## src/rtl/bba_pkg.sv

```systemverilog
// ----------------------------------------------------------------------------
// bba_pkg
// Shared types and constants of the bitmap block allocator.
// ----------------------------------------------------------------------------
package bba_pkg;

  localparam int NUM_BLOCKS  = 1024;
  // power of two: offsets and sizes are split by shift and mask
  localparam int BLOCK_BYTES = 4096;

  localparam int IDX_W   = $clog2(NUM_BLOCKS);
  localparam int CNT_W   = $clog2(NUM_BLOCKS + 1);
  localparam int BLK_SH  = $clog2(BLOCK_BYTES);
  localparam int MARK_W  = 3;
  localparam int CFG_W   = 11;
  localparam int BYTES_W = 32;
  localparam int OFF_W   = 22;
  localparam int STAT_W  = 2;
  localparam int OCNT_W  = 11;
  localparam int NEED_W  = BYTES_W - BLK_SH + 1;

  localparam logic [CFG_W-1:0] CFG_RESET = 11'd1024;

  typedef logic [MARK_W-1:0] mark_t;

  localparam mark_t MARK_FREE   = 3'd0;
  localparam mark_t MARK_USED   = 3'd1;
  localparam mark_t MARK_START  = 3'd2;
  localparam mark_t MARK_END    = 3'd3;
  localparam mark_t MARK_SINGLE = 3'd4;

  localparam logic CMD_ALLOC   = 1'b0;
  localparam logic CMD_RELEASE = 1'b1;

  localparam logic [STAT_W-1:0] STATUS_DONE    = 2'd0;
  localparam logic [STAT_W-1:0] STATUS_NOMEM   = 2'd1;
  localparam logic [STAT_W-1:0] STATUS_IGNORED = 2'd2;

  typedef struct packed {
    logic               command;
    logic [BYTES_W-1:0] request_bytes;
    logic [OFF_W-1:0]   release_offset;
  } req_word_t;

  typedef struct packed {
    logic [STAT_W-1:0] status;
    logic [OFF_W-1:0]  alloc_offset;
    logic [OCNT_W-1:0] used_blocks;
    logic [OCNT_W-1:0] free_blocks;
  } rsp_word_t;

  typedef struct packed {
    logic             rd_en;
    logic [IDX_W-1:0] rd_addr;
    logic             wr_en;
    logic [IDX_W-1:0] wr_addr;
    mark_t            wr_mark;
  } mark_req_t;

endpackage

```

## src/rtl/bba_if.sv

```systemverilog
// ----------------------------------------------------------------------------
// bba_if
// Handshake channels of the allocator: request, response, configuration.
// ----------------------------------------------------------------------------
interface bba_req_if;
  logic                        valid;
  logic                        ready;
  logic                        command;
  logic [bba_pkg::BYTES_W-1:0] request_bytes;
  logic [bba_pkg::OFF_W-1:0]   release_offset;

  modport source (output valid, command, request_bytes, release_offset, input ready);
  modport sink (input valid, command, request_bytes, release_offset, output ready);
endinterface

interface bba_rsp_if;
  logic                       valid;
  logic                       ready;
  logic [bba_pkg::STAT_W-1:0] status;
  logic [bba_pkg::OFF_W-1:0]  alloc_offset;
  logic [bba_pkg::OCNT_W-1:0] used_blocks;
  logic [bba_pkg::OCNT_W-1:0] free_blocks;

  modport source (output valid, status, alloc_offset, used_blocks, free_blocks,
                  input ready);
  modport sink (input valid, status, alloc_offset, used_blocks, free_blocks,
                output ready);
endinterface

interface bba_cfg_if;
  logic                      valid;
  logic                      ready;
  logic [bba_pkg::CFG_W-1:0] data;

  modport source (output valid, data, input ready);
  modport sink (input valid, data, output ready);
endinterface

```

## src/rtl/bba_mark_store.sv

```systemverilog
// ----------------------------------------------------------------------------
// bba_mark_store
// Block mark memory with registered read and a clearing sweep after reset.
// ----------------------------------------------------------------------------
module bba_mark_store (
  input  logic                clk,
  input  logic                rst,
  input  bba_pkg::mark_req_t  req,
  output bba_pkg::mark_t      rd_data,
  output logic                clearing
);

  bba_pkg::mark_t mem [bba_pkg::NUM_BLOCKS];

  logic                      clr_busy;
  logic [bba_pkg::IDX_W-1:0] clr_idx;

  logic                      wr_en;
  logic [bba_pkg::IDX_W-1:0] wr_addr;
  bba_pkg::mark_t            wr_mark;

  always_ff @(posedge clk) begin
    if (rst) begin
      clr_busy <= 1'b1;
      clr_idx  <= '0;
    end else if (clr_busy) begin
      clr_idx <= clr_idx + 1'b1;
      if (clr_idx == bba_pkg::IDX_W'(bba_pkg::NUM_BLOCKS - 1)) begin
        clr_busy <= 1'b0;
      end
    end
  end

  always_comb begin
    if (clr_busy) begin
      wr_en   = 1'b1;
      wr_addr = clr_idx;
      wr_mark = bba_pkg::MARK_FREE;
    end else begin
      wr_en   = req.wr_en;
      wr_addr = req.wr_addr;
      wr_mark = req.wr_mark;
    end
  end

  always_ff @(posedge clk) begin
    if (wr_en) begin
      mem[wr_addr] <= wr_mark;
    end
    if (req.rd_en) begin
      rd_data <= mem[req.rd_addr];
    end
  end

  assign clearing = clr_busy;

endmodule

```

## src/rtl/bba_seq.sv

```systemverilog
// ----------------------------------------------------------------------------
// bba_seq
// Sequencer: one shared index counter drives the run search and the release
// walk over the mark memory, one mark per cycle; the run marking uses k.
// ----------------------------------------------------------------------------
module bba_seq (
  input  logic                      clk,
  input  logic                      rst,
  input  logic                      start,
  input  bba_pkg::req_word_t        req_word,
  input  logic [bba_pkg::CNT_W-1:0] managed,
  input  bba_pkg::mark_t            rd_data,
  input  logic                      clearing,
  input  logic                      slot_free,
  output bba_pkg::mark_req_t        mem_req,
  output logic                      idle,
  output logic                      rsp_load,
  output bba_pkg::rsp_word_t        rsp_word
);

  localparam logic [3:0] S_IDLE    = 4'd0;
  localparam logic [3:0] S_DECODE  = 4'd1;
  localparam logic [3:0] S_SCAN    = 4'd2;
  localparam logic [3:0] S_MARK    = 4'd3;
  localparam logic [3:0] S_REL_CHK = 4'd4;
  localparam logic [3:0] S_WALK    = 4'd5;
  localparam logic [3:0] S_DONE    = 4'd6;

  localparam int CW = bba_pkg::CNT_W;
  localparam int IW = bba_pkg::IDX_W;
  localparam logic [CW-1:0] LAST_IDX = CW'(bba_pkg::NUM_BLOCKS - 1);

  logic [3:0]                 state, state_next;
  bba_pkg::req_word_t         cur, cur_next;
  logic [CW-1:0]              need, need_next;
  logic [CW-1:0]              rd_idx, rd_idx_next;
  logic                       pv, pv_next;
  logic [IW-1:0]              pidx, pidx_next;
  logic [CW-1:0]              run, run_next;
  logic                       pass, pass_next;
  logic [IW-1:0]              at, at_next;
  logic [CW-1:0]              k, k_next;
  logic [CW-1:0]              freed, freed_next;
  logic [CW-1:0]              used_count, used_count_next;
  logic [CW-1:0]              search_pos, search_pos_next;
  logic [bba_pkg::STAT_W-1:0] res_status, res_status_next;
  logic [bba_pkg::OFF_W-1:0]  res_offset, res_offset_next;

  logic [CW-1:0]              free_now;
  logic [bba_pkg::NEED_W-1:0] need_full;
  logic [31:0]                rel_idx;
  logic                       rel_bad;
  logic [CW-1:0]              lim;
  logic                       issue;
  logic                       found;
  logic                       walk_last;
  logic [CW-1:0]              freed_inc;
  logic [CW-1:0]              run_inc;
  logic [31:0]                at_bytes;

  assign free_now  = (used_count >= managed) ? '0 : managed - used_count;
  assign need_full = {1'b0, cur.request_bytes[bba_pkg::BYTES_W-1:bba_pkg::BLK_SH]}
                     + bba_pkg::NEED_W'(|cur.request_bytes[bba_pkg::BLK_SH-1:0]);
  assign rel_idx   = 32'(cur.release_offset >> bba_pkg::BLK_SH);
  assign rel_bad   = (|cur.release_offset[bba_pkg::BLK_SH-1:0])
                     || (rel_idx >= 32'(managed));
  assign lim       = (state == S_WALK) ? CW'(bba_pkg::NUM_BLOCKS) : managed;
  assign issue     = rd_idx < lim;
  assign run_inc   = run + 1'b1;
  assign found     = pv && (rd_data == bba_pkg::MARK_FREE) && (run_inc == need);
  assign walk_last = (rd_data == bba_pkg::MARK_END) || (CW'(pidx) == LAST_IDX);
  assign freed_inc = freed + 1'b1;
  assign at_bytes  = 32'(at) << bba_pkg::BLK_SH;

  always_comb begin
    state_next      = state;
    cur_next        = cur;
    need_next       = need;
    rd_idx_next     = rd_idx;
    pv_next         = 1'b0;
    pidx_next       = rd_idx[IW-1:0];
    run_next        = run;
    pass_next       = pass;
    at_next         = at;
    k_next          = k;
    freed_next      = freed;
    used_count_next = used_count;
    search_pos_next = search_pos;
    res_status_next = res_status;
    res_offset_next = res_offset;
    mem_req         = '0;
    rsp_load        = 1'b0;

    unique case (state)
      S_IDLE: begin
        if (start) begin
          cur_next   = req_word;
          state_next = S_DECODE;
        end
      end
      S_DECODE: begin
        res_offset_next = '0;
        if (cur.command == bba_pkg::CMD_ALLOC) begin
          need_next = need_full[CW-1:0];
          run_next  = '0;
          if (need_full == '0 || need_full > bba_pkg::NEED_W'(free_now)) begin
            res_status_next = bba_pkg::STATUS_NOMEM;
            state_next      = S_DONE;
          end else begin
            if (search_pos < managed) begin
              rd_idx_next = search_pos;
              pass_next   = 1'b0;
            end else begin
              rd_idx_next = '0;
              pass_next   = 1'b1;
            end
            state_next = S_SCAN;
          end
        end else begin
          at_next         = rel_idx[IW-1:0];
          mem_req.rd_en   = 1'b1;
          mem_req.rd_addr = rel_idx[IW-1:0];
          if (rel_bad) begin
            res_status_next = bba_pkg::STATUS_IGNORED;
            state_next      = S_DONE;
          end else begin
            state_next = S_REL_CHK;
          end
        end
      end
      S_SCAN: begin
        mem_req.rd_en   = issue;
        mem_req.rd_addr = rd_idx[IW-1:0];
        if (issue) begin
          rd_idx_next = rd_idx + 1'b1;
        end
        pv_next = issue && !found;
        if (pv) begin
          run_next = (rd_data == bba_pkg::MARK_FREE) ? run_inc : '0;
        end
        if (found) begin
          at_next    = IW'(CW'(pidx) + 1'b1 - need);
          k_next     = '0;
          state_next = S_MARK;
        end else if (!pv && !issue) begin
          if (!pass) begin
            pass_next   = 1'b1;
            rd_idx_next = '0;
            run_next    = '0;
          end else begin
            res_status_next = bba_pkg::STATUS_NOMEM;
            state_next      = S_DONE;
          end
        end
      end
      S_MARK: begin
        mem_req.wr_en   = 1'b1;
        mem_req.wr_addr = at + IW'(k);
        if (need == CW'(1)) begin
          mem_req.wr_mark = bba_pkg::MARK_SINGLE;
        end else if (k == '0) begin
          mem_req.wr_mark = bba_pkg::MARK_START;
        end else if (k == need - 1'b1) begin
          mem_req.wr_mark = bba_pkg::MARK_END;
        end else begin
          mem_req.wr_mark = bba_pkg::MARK_USED;
        end
        k_next = k + 1'b1;
        if (k == need - 1'b1) begin
          used_count_next = used_count + need;
          search_pos_next = CW'(at) + need;
          res_offset_next = at_bytes[bba_pkg::OFF_W-1:0];
          res_status_next = bba_pkg::STATUS_DONE;
          state_next      = S_DONE;
        end
      end
      S_REL_CHK: begin
        mem_req.wr_addr = at;
        mem_req.wr_mark = bba_pkg::MARK_FREE;
        if (rd_data == bba_pkg::MARK_SINGLE
            || (rd_data == bba_pkg::MARK_START && CW'(at) == LAST_IDX)) begin
          mem_req.wr_en   = 1'b1;
          used_count_next = (used_count != '0) ? used_count - 1'b1 : '0;
          res_status_next = bba_pkg::STATUS_DONE;
          state_next      = S_DONE;
        end else if (rd_data == bba_pkg::MARK_START) begin
          mem_req.wr_en = 1'b1;
          freed_next    = CW'(1);
          rd_idx_next   = CW'(at) + 1'b1;
          state_next    = S_WALK;
        end else begin
          res_status_next = bba_pkg::STATUS_IGNORED;
          state_next      = S_DONE;
        end
      end
      S_WALK: begin
        mem_req.rd_en   = issue;
        mem_req.rd_addr = rd_idx[IW-1:0];
        if (issue) begin
          rd_idx_next = rd_idx + 1'b1;
        end
        pv_next         = issue && !(pv && walk_last);
        mem_req.wr_addr = pidx;
        mem_req.wr_mark = bba_pkg::MARK_FREE;
        if (pv) begin
          mem_req.wr_en = 1'b1;
          freed_next    = freed_inc;
          if (walk_last) begin
            used_count_next = (used_count >= freed_inc) ? used_count - freed_inc : '0;
            res_status_next = bba_pkg::STATUS_DONE;
            state_next      = S_DONE;
          end
        end
      end
      S_DONE: begin
        if (slot_free) begin
          rsp_load   = 1'b1;
          state_next = S_IDLE;
        end
      end
      default: begin
        state_next = S_IDLE;
      end
    endcase
  end

  always_ff @(posedge clk) begin
    if (rst) begin
      state      <= S_IDLE;
      pv         <= 1'b0;
      used_count <= '0;
      search_pos <= '0;
    end else begin
      state      <= state_next;
      pv         <= pv_next;
      used_count <= used_count_next;
      search_pos <= search_pos_next;
    end
  end

  always_ff @(posedge clk) begin
    cur        <= cur_next;
    need       <= need_next;
    rd_idx     <= rd_idx_next;
    pidx       <= pidx_next;
    run        <= run_next;
    pass       <= pass_next;
    at         <= at_next;
    k          <= k_next;
    freed      <= freed_next;
    res_status <= res_status_next;
    res_offset <= res_offset_next;
  end

  assign idle                  = (state == S_IDLE) && !clearing;
  assign rsp_word.status       = res_status;
  assign rsp_word.alloc_offset = res_offset;
  assign rsp_word.used_blocks  = bba_pkg::OCNT_W'(used_count);
  assign rsp_word.free_blocks  = bba_pkg::OCNT_W'(free_now);

endmodule

```

## src/rtl/bitmap_block_allocator_core.sv

```systemverilog
// ----------------------------------------------------------------------------
// bitmap_block_allocator_core
// Next-fit block allocator over a heap of fixed-size blocks.
// ----------------------------------------------------------------------------
//  channel  dir  handshake     word
//  req      in   valid/ready   command, request_bytes, release_offset
//  rsp      out  valid/ready   status, alloc_offset, used_blocks, free_blocks
//  cfg      in   valid/ready   data (managed_blocks)
//
//  Allocate: the search reads one mark per cycle through the single read port
//  of the mark memory, then writes the run.
//  Release: a single block is freed at once; a run is walked to its end mark.
//  Reset starts a clearing pass over all NUM_BLOCKS marks; req.ready stays low.
//  A finished word waits in the response register; the next request is taken
//  meanwhile and its result waits until that register empties.
// ----------------------------------------------------------------------------
module bitmap_block_allocator_core (
  input logic clk,
  input logic rst,
  bba_req_if.sink   req,
  bba_rsp_if.source rsp,
  bba_cfg_if.sink   cfg
);

  logic [bba_pkg::CFG_W-1:0] managed_blocks;
  logic [bba_pkg::CNT_W-1:0] managed;

  bba_pkg::req_word_t  req_word;
  bba_pkg::rsp_word_t  seq_rsp;
  bba_pkg::rsp_word_t  rsp_q;
  bba_pkg::mark_req_t  mem_req;
  bba_pkg::mark_t      rd_data;
  logic                clearing;
  logic                idle;
  logic                rsp_load;
  logic                rsp_valid;
  logic                slot_free;

  always_ff @(posedge clk) begin
    if (rst) begin
      managed_blocks <= bba_pkg::CFG_RESET;
    end else if (cfg.valid && cfg.ready) begin
      managed_blocks <= cfg.data;
    end
  end

  assign cfg.ready = 1'b1;
  assign managed   = (32'(managed_blocks) > 32'(bba_pkg::NUM_BLOCKS))
                     ? bba_pkg::CNT_W'(bba_pkg::NUM_BLOCKS)
                     : bba_pkg::CNT_W'(managed_blocks);

  assign req_word.command        = req.command;
  assign req_word.request_bytes  = req.request_bytes;
  assign req_word.release_offset = req.release_offset;
  assign req.ready               = idle;

  assign slot_free = !rsp_valid || rsp.ready;

  bba_mark_store u_store (
    .clk      (clk),
    .rst      (rst),
    .req      (mem_req),
    .rd_data  (rd_data),
    .clearing (clearing)
  );

  bba_seq u_seq (
    .clk       (clk),
    .rst       (rst),
    .start     (req.valid && req.ready),
    .req_word  (req_word),
    .managed   (managed),
    .rd_data   (rd_data),
    .clearing  (clearing),
    .slot_free (slot_free),
    .mem_req   (mem_req),
    .idle      (idle),
    .rsp_load  (rsp_load),
    .rsp_word  (seq_rsp)
  );

  always_ff @(posedge clk) begin
    if (rst) begin
      rsp_valid <= 1'b0;
    end else if (rsp_load) begin
      rsp_valid <= 1'b1;
    end else if (rsp.ready) begin
      rsp_valid <= 1'b0;
    end
  end

  always_ff @(posedge clk) begin
    if (rsp_load) begin
      rsp_q <= seq_rsp;
    end
  end

  assign rsp.valid        = rsp_valid;
  assign rsp.status       = rsp_q.status;
  assign rsp.alloc_offset = rsp_q.alloc_offset;
  assign rsp.used_blocks  = rsp_q.used_blocks;
  assign rsp.free_blocks  = rsp_q.free_blocks;

  a_clear_blocks_req: assert property (@(posedge clk) $fell(rst) |-> !req.ready)
    else $error("request taken during clearing pass");

  a_counts_sum: assert property (@(posedge clk) disable iff (rst)
    rsp.valid |-> (rsp.free_blocks == '0
                   || 32'(rsp.used_blocks) + 32'(rsp.free_blocks) == 32'(managed)))
    else $error("used and free counts disagree with managed count");

  a_offset_aligned: assert property (@(posedge clk) disable iff (rst)
    rsp.valid |-> rsp.alloc_offset[bba_pkg::BLK_SH-1:0] == '0)
    else $error("allocated offset not block aligned");

  a_fail_no_offset: assert property (@(posedge clk) disable iff (rst)
    (rsp.valid && rsp.status != bba_pkg::STATUS_DONE) |-> rsp.alloc_offset == '0)
    else $error("offset reported on failed request");

endmodule
```

## src/flat_wrapper.sv

```systemverilog
// flat-port wrapper written by rule: the top's interface ports become plain ports
module bitmap_block_allocator_core_flat 
  (clk, rst, req_valid, req_command, req_request_bytes, req_release_offset, req_ready, rsp_valid, rsp_status, rsp_alloc_offset, rsp_used_blocks, rsp_free_blocks, rsp_ready, cfg_valid, cfg_data, cfg_ready);
  bba_req_if req_i ();
  bba_rsp_if rsp_i ();
  bba_cfg_if cfg_i ();
  input logic clk;
  input logic rst;
  input wire logic [$bits(req_i.valid)-1:0] req_valid;
  input wire logic [$bits(req_i.command)-1:0] req_command;
  input wire logic [$bits(req_i.request_bytes)-1:0] req_request_bytes;
  input wire logic [$bits(req_i.release_offset)-1:0] req_release_offset;
  output wire logic [$bits(req_i.ready)-1:0] req_ready;
  output wire logic [$bits(rsp_i.valid)-1:0] rsp_valid;
  output wire logic [$bits(rsp_i.status)-1:0] rsp_status;
  output wire logic [$bits(rsp_i.alloc_offset)-1:0] rsp_alloc_offset;
  output wire logic [$bits(rsp_i.used_blocks)-1:0] rsp_used_blocks;
  output wire logic [$bits(rsp_i.free_blocks)-1:0] rsp_free_blocks;
  input wire logic [$bits(rsp_i.ready)-1:0] rsp_ready;
  input wire logic [$bits(cfg_i.valid)-1:0] cfg_valid;
  input wire logic [$bits(cfg_i.data)-1:0] cfg_data;
  output wire logic [$bits(cfg_i.ready)-1:0] cfg_ready;
  assign req_i.valid = req_valid;
  assign req_i.command = req_command;
  assign req_i.request_bytes = req_request_bytes;
  assign req_i.release_offset = req_release_offset;
  assign req_ready = req_i.ready;
  assign rsp_valid = rsp_i.valid;
  assign rsp_status = rsp_i.status;
  assign rsp_alloc_offset = rsp_i.alloc_offset;
  assign rsp_used_blocks = rsp_i.used_blocks;
  assign rsp_free_blocks = rsp_i.free_blocks;
  assign rsp_i.ready = rsp_ready;
  assign cfg_i.valid = cfg_valid;
  assign cfg_i.data = cfg_data;
  assign cfg_ready = cfg_i.ready;
  bitmap_block_allocator_core u_core (.clk(clk), .rst(rst), .req(req_i), .rsp(rsp_i), .cfg(cfg_i));
endmodule
```

## config.mk

```make
export PLATFORM = sky130hd
export DESIGN_NAME = bitmap_block_allocator_core_flat
export DESIGN_NICKNAME = d
export VERILOG_FILES = /design/src/rtl/bba_pkg.sv /design/src/rtl/bba_if.sv /design/src/rtl/bba_mark_store.sv /design/src/rtl/bba_seq.sv /design/src/rtl/bitmap_block_allocator_core.sv /design/src/flat_wrapper.sv
export SDC_FILE = /design/constraint.sdc
export NUM_CORES = 2
export LEC_CHECK = 0
export BUFFER_PORTS_ARGS = -buffer_cell sky130_fd_sc_hd__buf_4
export CAP_MARGIN = 20
export CORE_MARGIN = 2
export CORE_UTILIZATION = 25
export DETAILED_ROUTE_END_ITERATION = 10
export GPL_TIMING_DRIVEN = 0
export PLACE_DENSITY = 0.38
export SYNTH_ARGS = -nofsm -noshare
export SYNTH_HDL_FRONTEND = slang
export SYNTH_SLANG_ARGS = --single-unit
```

## constraint.sdc

```tcl
create_clock -name clk -period 62.4 [get_ports clk]
set_clock_uncertainty 0.15 [all_clocks]
set_input_delay 6.24 -clock clk [delete_from_list [all_inputs] [get_ports clk]]
set_output_delay 6.24 -clock clk [all_outputs]
set_load 0.005 [all_outputs]
```

After elaboration in Yosys (flattened, before gate mapping)

Memory sizes are Yosys's and may differ from the RTL's. A register that Yosys moved wholly into a read port is not among the register bits.
Cells that the tools add are included.
Widths: inputs -> output; s select.

Multiply operators: 0
Reductions and logical operators: 49
Add/sub/neg operators: 16
$lt $le $gt $ge: 7
Muxes and demuxes: 91
Eq/ne operators: 35
Shift-type cells: 0
Div/mod/pow operators: 0
Bitwise operators: 1

Operator list:

| operator              | count |
|---|---|
| $mux 11               | 29 |
| $pmux 11 s2           | 4 |
| $add 11x1->11 const B | 4 |
| $pmux 11 s4           | 1 |
| $pmux 22 s2           | 1 |
| $pmux 14 s3           | 1 |
| $mux 4                | 9 |
| $pmux 11 s3           | 1 |
| $mux 2                | 16 |
| $eq 10x10->1 const B  | 3 |
| $mux 10               | 3 |
| $ne 2x2->1 const B    | 14 |
| $pmux 4 s7            | 1 |
| $reduce_or 12->1      | 2 |
| $eq 11x11->1          | 2 |
| $ge 11x11->1          | 2 |
| $lt 11x11->1          | 2 |
| $mux 22               | 1 |
| $sub 11x1->11 const B | 2 |
| $sub 11x11->11        | 2 |
| $add 20x1->21         | 1 |
| $gt 21x11->1          | 1 |
| $logic_not 21->1      | 1 |
| $add 10x1->10 const B | 2 |
| 39 further kinds      | 94 |

Memory bits (read-only): 0
Output and inout port bits: 49
Bits in latches: 0
Register bits after elaboration: 251
Memory bits (writable): 3072
Input port bits: 71
Memories: 1

Memory list:

| name               | depth | width | read ports | clocked after memory_dff | write ports | line                 | RTL |
|---|---|---|---|---|---|---|---|
| u_core.u_store.mem | 1024  | 3     | 1          | 1                        | 1           | bba_mark_store.sv:13 | `bba_pkg::mark_t mem [bba_pkg::NUM_BLOCKS];` |

Logic depth before layout (Yosys ltp)

Depth after elaboration: 9
Gate-level depth with buffers: 28

By module

Synthesis repeated with hierarchy kept, for this count alone.

Cells, all modules: 8062
Area, all modules: 137882.2 µm²

By module, submodules not included:

| module                      | cells an instance | area an instance (µm²) | sequential area each (µm²) | times used |
|---|---|---|---|---|
| bba_mark_store              | 6649              | 123487.2               | 92558.8                    | 1 |
| bba_seq                     | 1313              | 12500.7                | 4714.5                     | 1 |
| bitmap_block_allocator_core | 100               | 1894.3                 | 1621.6                     | 1 |

Worst setup path before layout

No wires, ideal clock.

Path type: register to register
Start: reg u_core.u_seq.state[1]
End: mem u_core.u_store.mem[0][2] (netlist bit) (data pin)
Required time: 54505 ps
Cell stages (with the launch flop): 6
Setup time: 7745 ps
Path slack: 14808 ps
Buffers on the path: 2
Arrival: 39696 ps
Cells stage by stage: dfxtp_1 -> clkbuf_1 -> inv_1 -> or2_2 -> clkbuf_1 -> nor3_1

Cells in the longest elaborated chain, start to end: 3
Elaborated cells on any way between the ends: 5
Those cells by class: 3 x eq/ne; 2 x mux

RTL lines:

| element                                  | line                 | RTL |
|---|---|---|
| from (decl)                              | bba_seq.sv:33        | `logic [3:0] state, state_next;` |
| from (signal assigned)                   | bba_seq.sv:234       | `state <= state_next;` |
| $eq 4x3->1 or $eq 4x2->1 (tied branches) | bba_seq.sv:94        | `unique case (state)` |
| $pmux 14 s3 *                            | bba_seq.sv:94        |  |
| $mux 3 *                                 | bba_mark_store.sv:35 | `if (clr_busy) begin` |
| named net u_core.u_store.wr_mark[2]      | bba_mark_store.sv:20 | `bba_pkg::mark_t wr_mark;` |
| to (decl)                                | bba_mark_store.sv:13 |  |

The timed path passes the listed nets; every way through them passes the cells marked *.

Final worst setup path

Start: reg u_core.u_seq.state[0]
End: out req_ready

Cells in the longest elaborated chain, start to end: 2

RTL lines:

| element           | line               | RTL |
|---|---|---|
| $logic_not 4->1   | bba_seq.sv:255     | `assign idle = (state == S_IDLE) && !clearing;` |
| $logic_and 1x1->1 | bba_seq.sv:255     |  |
| to (decl)         | flat_wrapper.sv:13 | `output wire logic [$bits(req_i.ready)-1:0] req_ready;` |

No other way between the ends.

==> impl_metrics.json <==
{
  "path_delay_family": "buffers and inverters",
  "coreArea_sq_um": 548900,
  "dr.first_iter.drc_count": 16290,
  "swShare_pct": 21.73,
  "arrival_ps": 3860,
  "yosys.area.top_type": "edfxtp_1",
  "overflow": 0,
  "synth_cell_types": 83,
  "synth_edf_count": 3242,
  "wl_per_cell_microns": 46.56,
  "syn_area_sq_um": 137800,
  "rsz0062_at_grt": "no",
  "yosys_warnings": 0,
  "path_clk_slew_ps": 50,
  "crit_top_cell": "clkbuf_1",
  "finalHoldViolCount": 0,
  "p_leak_nw": 54.42,
  "hpwl_microns": 576200,
  "hold_class": "flip-flop to flip-flop",
  "post_cts_buffers": 0,
  "p_int_w": 0.003723,
  "num_rows": 272,
  "synthTopCellsByCount": "edfxtp_1 (3,242), nor2_1 (1,116), nand2_1 (974), mux4_2 (727), clkbuf_1 (275)",
  "synthTopCellsByArea": "edfxtp_1 (71%), mux4_2 (12%), nor2_1 (3.0%)",
  "numClockSinks": 3301,
  "start_util_pct": 25.11,
  "cts_buffers": 390,
  "die_area_sq_um": 557300,
  "clockBufferDepth": 4,
  "finalSetupViolations": 0,
  "grt_max_degree": 91,
  "status": "completed",
  "grt_pass1_wl_microns": 980700,
  "p_per_area_nw_per_um2": 28.58,
  "reg2reg_depth": 17,
  "antenna_found_initial": 147,
  "numPortBuffers": 105,
  "clkLatencyLatePin_ps": 1080,
  "fin_tns_setup_ps": 0,
  "cp_cell_sequence": "clkbuf_1, clkbuf_1, clkbuf_1, clkbuf_1, nor4_1, buf_4",
  "whs_ps": 242.0,
  "maxCapViolCount": 0,
  "crit_slowest_cell": "clkbuf_1",
  "cpPeakStageDelay_ps": 540,
  "critPathBufInv": 5,
  "cp-start-kind": "flip-flop",
  "die_x_microns": 746.6,
  "cts_resized": 0,
  "place.gp.congestion": 1.027,
  "vias": 93370,
  "die_h_microns": 746.6,
  "io_pins": 120,
  "grt_pass1_vias": 87000,
  "ys.flop_type": "edfxtp_1",
  "yosys.cell_count.top_type": "edfxtp_1",
  "drive_gt1_share_pct": 21.89,
  "pwr-share-seq_pct": 50.4,
  "placed_cells": 16110,
  "yosys.area.top_type_share_pct": 70.62,
  "async_flop_share_pct": 0,
  "seq_area_frac_synth_pct": 71.48,
  "syn2layout_area_growth_pct": 20.73,
  "vdd_drop_max_mv": 0.02454,
  "synth-seq-cells": 3301,
  "cts.root.buffer_cell": "clkbuf_16",
  "nets": 9450,
  "syn_inst": 8420,
  "hold_buffers": 0,
  "comb_power_share_pct": 0.6,
  "vias_per_cell": 5.521,
  "htreeDepth": 5,
  "drc": 0,
  "post-route-period-util_pct": 16.43,
  "drt-pass1-iter-count": 8,
  "worst-setup-path-type": "flip-flop to output pin",
  "instances_no_fill": 16910,
  "max_slew_margin_pct": 1.081,
  "hold-path-cell-count": 0,
  "cp.depth": 6,
  "layout_min_cycle_time_ps": 10250,
  "timing.fmax_mhz": 97.51,
  "cp-end-kind": "output pin",
  "totalWireLength_microns": 787500,
  "crit_required_ps": 56010,
  "grtUsageTotal_pct": 27.37,
  "cts_tree": "built",
  "slew_viol_final": 0,
  "ant_nets": 0,
  "p_clk_share_pct": 49.0,
  "syn_area_per_cell_sq_um": 16.37,
  "switching_power_w": 0.001034,
  "tightest_slew_ps": 1484,
  "cp_max_fo": 10
}
-- layer usage --
layer,global-route usage (%),routed length (microns),part of all wire (%)
met2,40.42,338400,43
met4,17.36,59100,7.5
met5,0,343,0.044
met1,34.94,303800,39
met3,8.335,85890,11
-- worst paths after layout --
kind                            slack [ps]                                     to                                       from
worst max-delay path                 52150                              req_ready         u_core.u_seq.state[0]$_SDFFE_PP0P_
worst min-delay path                   240  u_core.rsp.alloc_offset[18]$_DFFE_PP_  u_core.u_seq.res_offset[18]$_SDFFCE_PN0P_
worst max register to register       53070    u_core.u_store.rd_data[1]$_DFFE_PP_             u_core.u_seq.cur[54]$_DFFE_PP_
worst min register to register         240  u_core.rsp.alloc_offset[18]$_DFFE_PP_  u_core.u_seq.res_offset[18]$_SDFFCE_PN0P_
-- power groups by stage --
stage          clock [W]  combinational, W  sequential, W
2_1_floorplan          0         0.0000118        0.00245
3_3_place_gp           0         0.0000258        0.00245
3_5_place_dp           0         0.0000268        0.00245
4_1_cts          0.00234         0.0000270        0.00240
5_1_grt          0.00243         0.0000289        0.00240
6_report         0.00233         0.0000278        0.00240
-- per-stage QoR --
step | worst slack, ps | utilization [%] | power (W) | instance area (sq um)
5_1_grt | 51930 | 30.29 | 0.004854 | 166300
3_3_place_gp | -33160 | 26.92 | 0.002472 | 147800
6_report | 52150 | 30.32 | 0.004756 | 166400
3_5_place_dp | 53030 | 27.93 | 0.002473 | 153300
2_1_floorplan | 14810 | - | 0.002458 | 137900
4_1_cts | 52080 | 30.25 | 0.004770 | 166100
-- worst reg2reg max path: cells and delay by family, from the launching register on --
kind	cells	cell delay [ps]
flip-flops	1	310
buffers and inverters	10	6080
AO/OA/AOI/OAI	4	1670
AND/OR/NAND/NOR	3	840
-- layout make-up --
cell class | instances | area, sq um
diodes | 75 | 187.7
plain buffers | 530 | 3073
multi-input cells | 4518 | 36250
flip-flops and latches | 3301 | 98530
repair buffers | 429 | 6248
clock buffers | 441 | 9961
inverters | 82 | 307.8
clock inverters | 275 | 2776
fillers | 54150 | 382500
well taps | 7261 | 9085
-- logic make-up (layout without fill, tap and decap cells) --
group | Yosys count | count (layout) | share of synthesized area [%]
flops | 3301 | 3301 | 71.48
compound gates | 649 | 649 | 3.206
fa+ha+maj | 127 | 127 | 1.185
other cells | 2 | 88 | 0.005448
simple gates | 2805 | 2805 | 8.586
buf+inv | 612 | 1757 | 2.343
mux | 794 | 794 | 12.37
xor+xnor | 130 | 130 | 0.8260
-- sequential cells by signal (all words and copies together), names as in the netlist, 11 cells and up --
register                 flops
u_core.u_seq.used_count     11
u_core.u_seq.k              11
u_core.rsp.used_blocks      11
u_core.u_seq.freed          11
u_core.u_seq.search_pos     11
u_core.managed_blocks       11
u_core.u_store.mem        3072
u_core.u_seq.run            11
u_core.u_seq.need           11
u_core.u_seq.cur            55
u_core.rsp.free_blocks      11
u_core.u_seq.rd_idx         11
-- cells in the final DEF, fill, tap and decap left out, types with 27 or more instances in the layout --
cell type	instances
mux4_2	727
o21ai_0	82
clkbuf_2	81
a31oi_1	76
o22ai_1	36
and2_1	27
a311oi_1	43
nand2_1	974
buf_16	60
xor2_1	62
xnor2_1	68
clkbuf_1	244
buf_8	48
and3_1	103
nor2_1	1108
edfxtp_1	3242
buf_2	141
a211oi_1	29
nor3_1	172
a21o_1	31
nand3_1	261
clkinv_1	90
inv_1	82
clkinv_2	97
mux2i_1	64
a21oi_1	129
buf_6	137
dfxtp_1	59
bufinv_16	39
clkbuf_16	390
buf_12	109
a22oi_1	27
diode_2	75
ha_1	121
buf_4	176
nand4_1	49
Note: power is estimated with default switching activity, not from simulation.
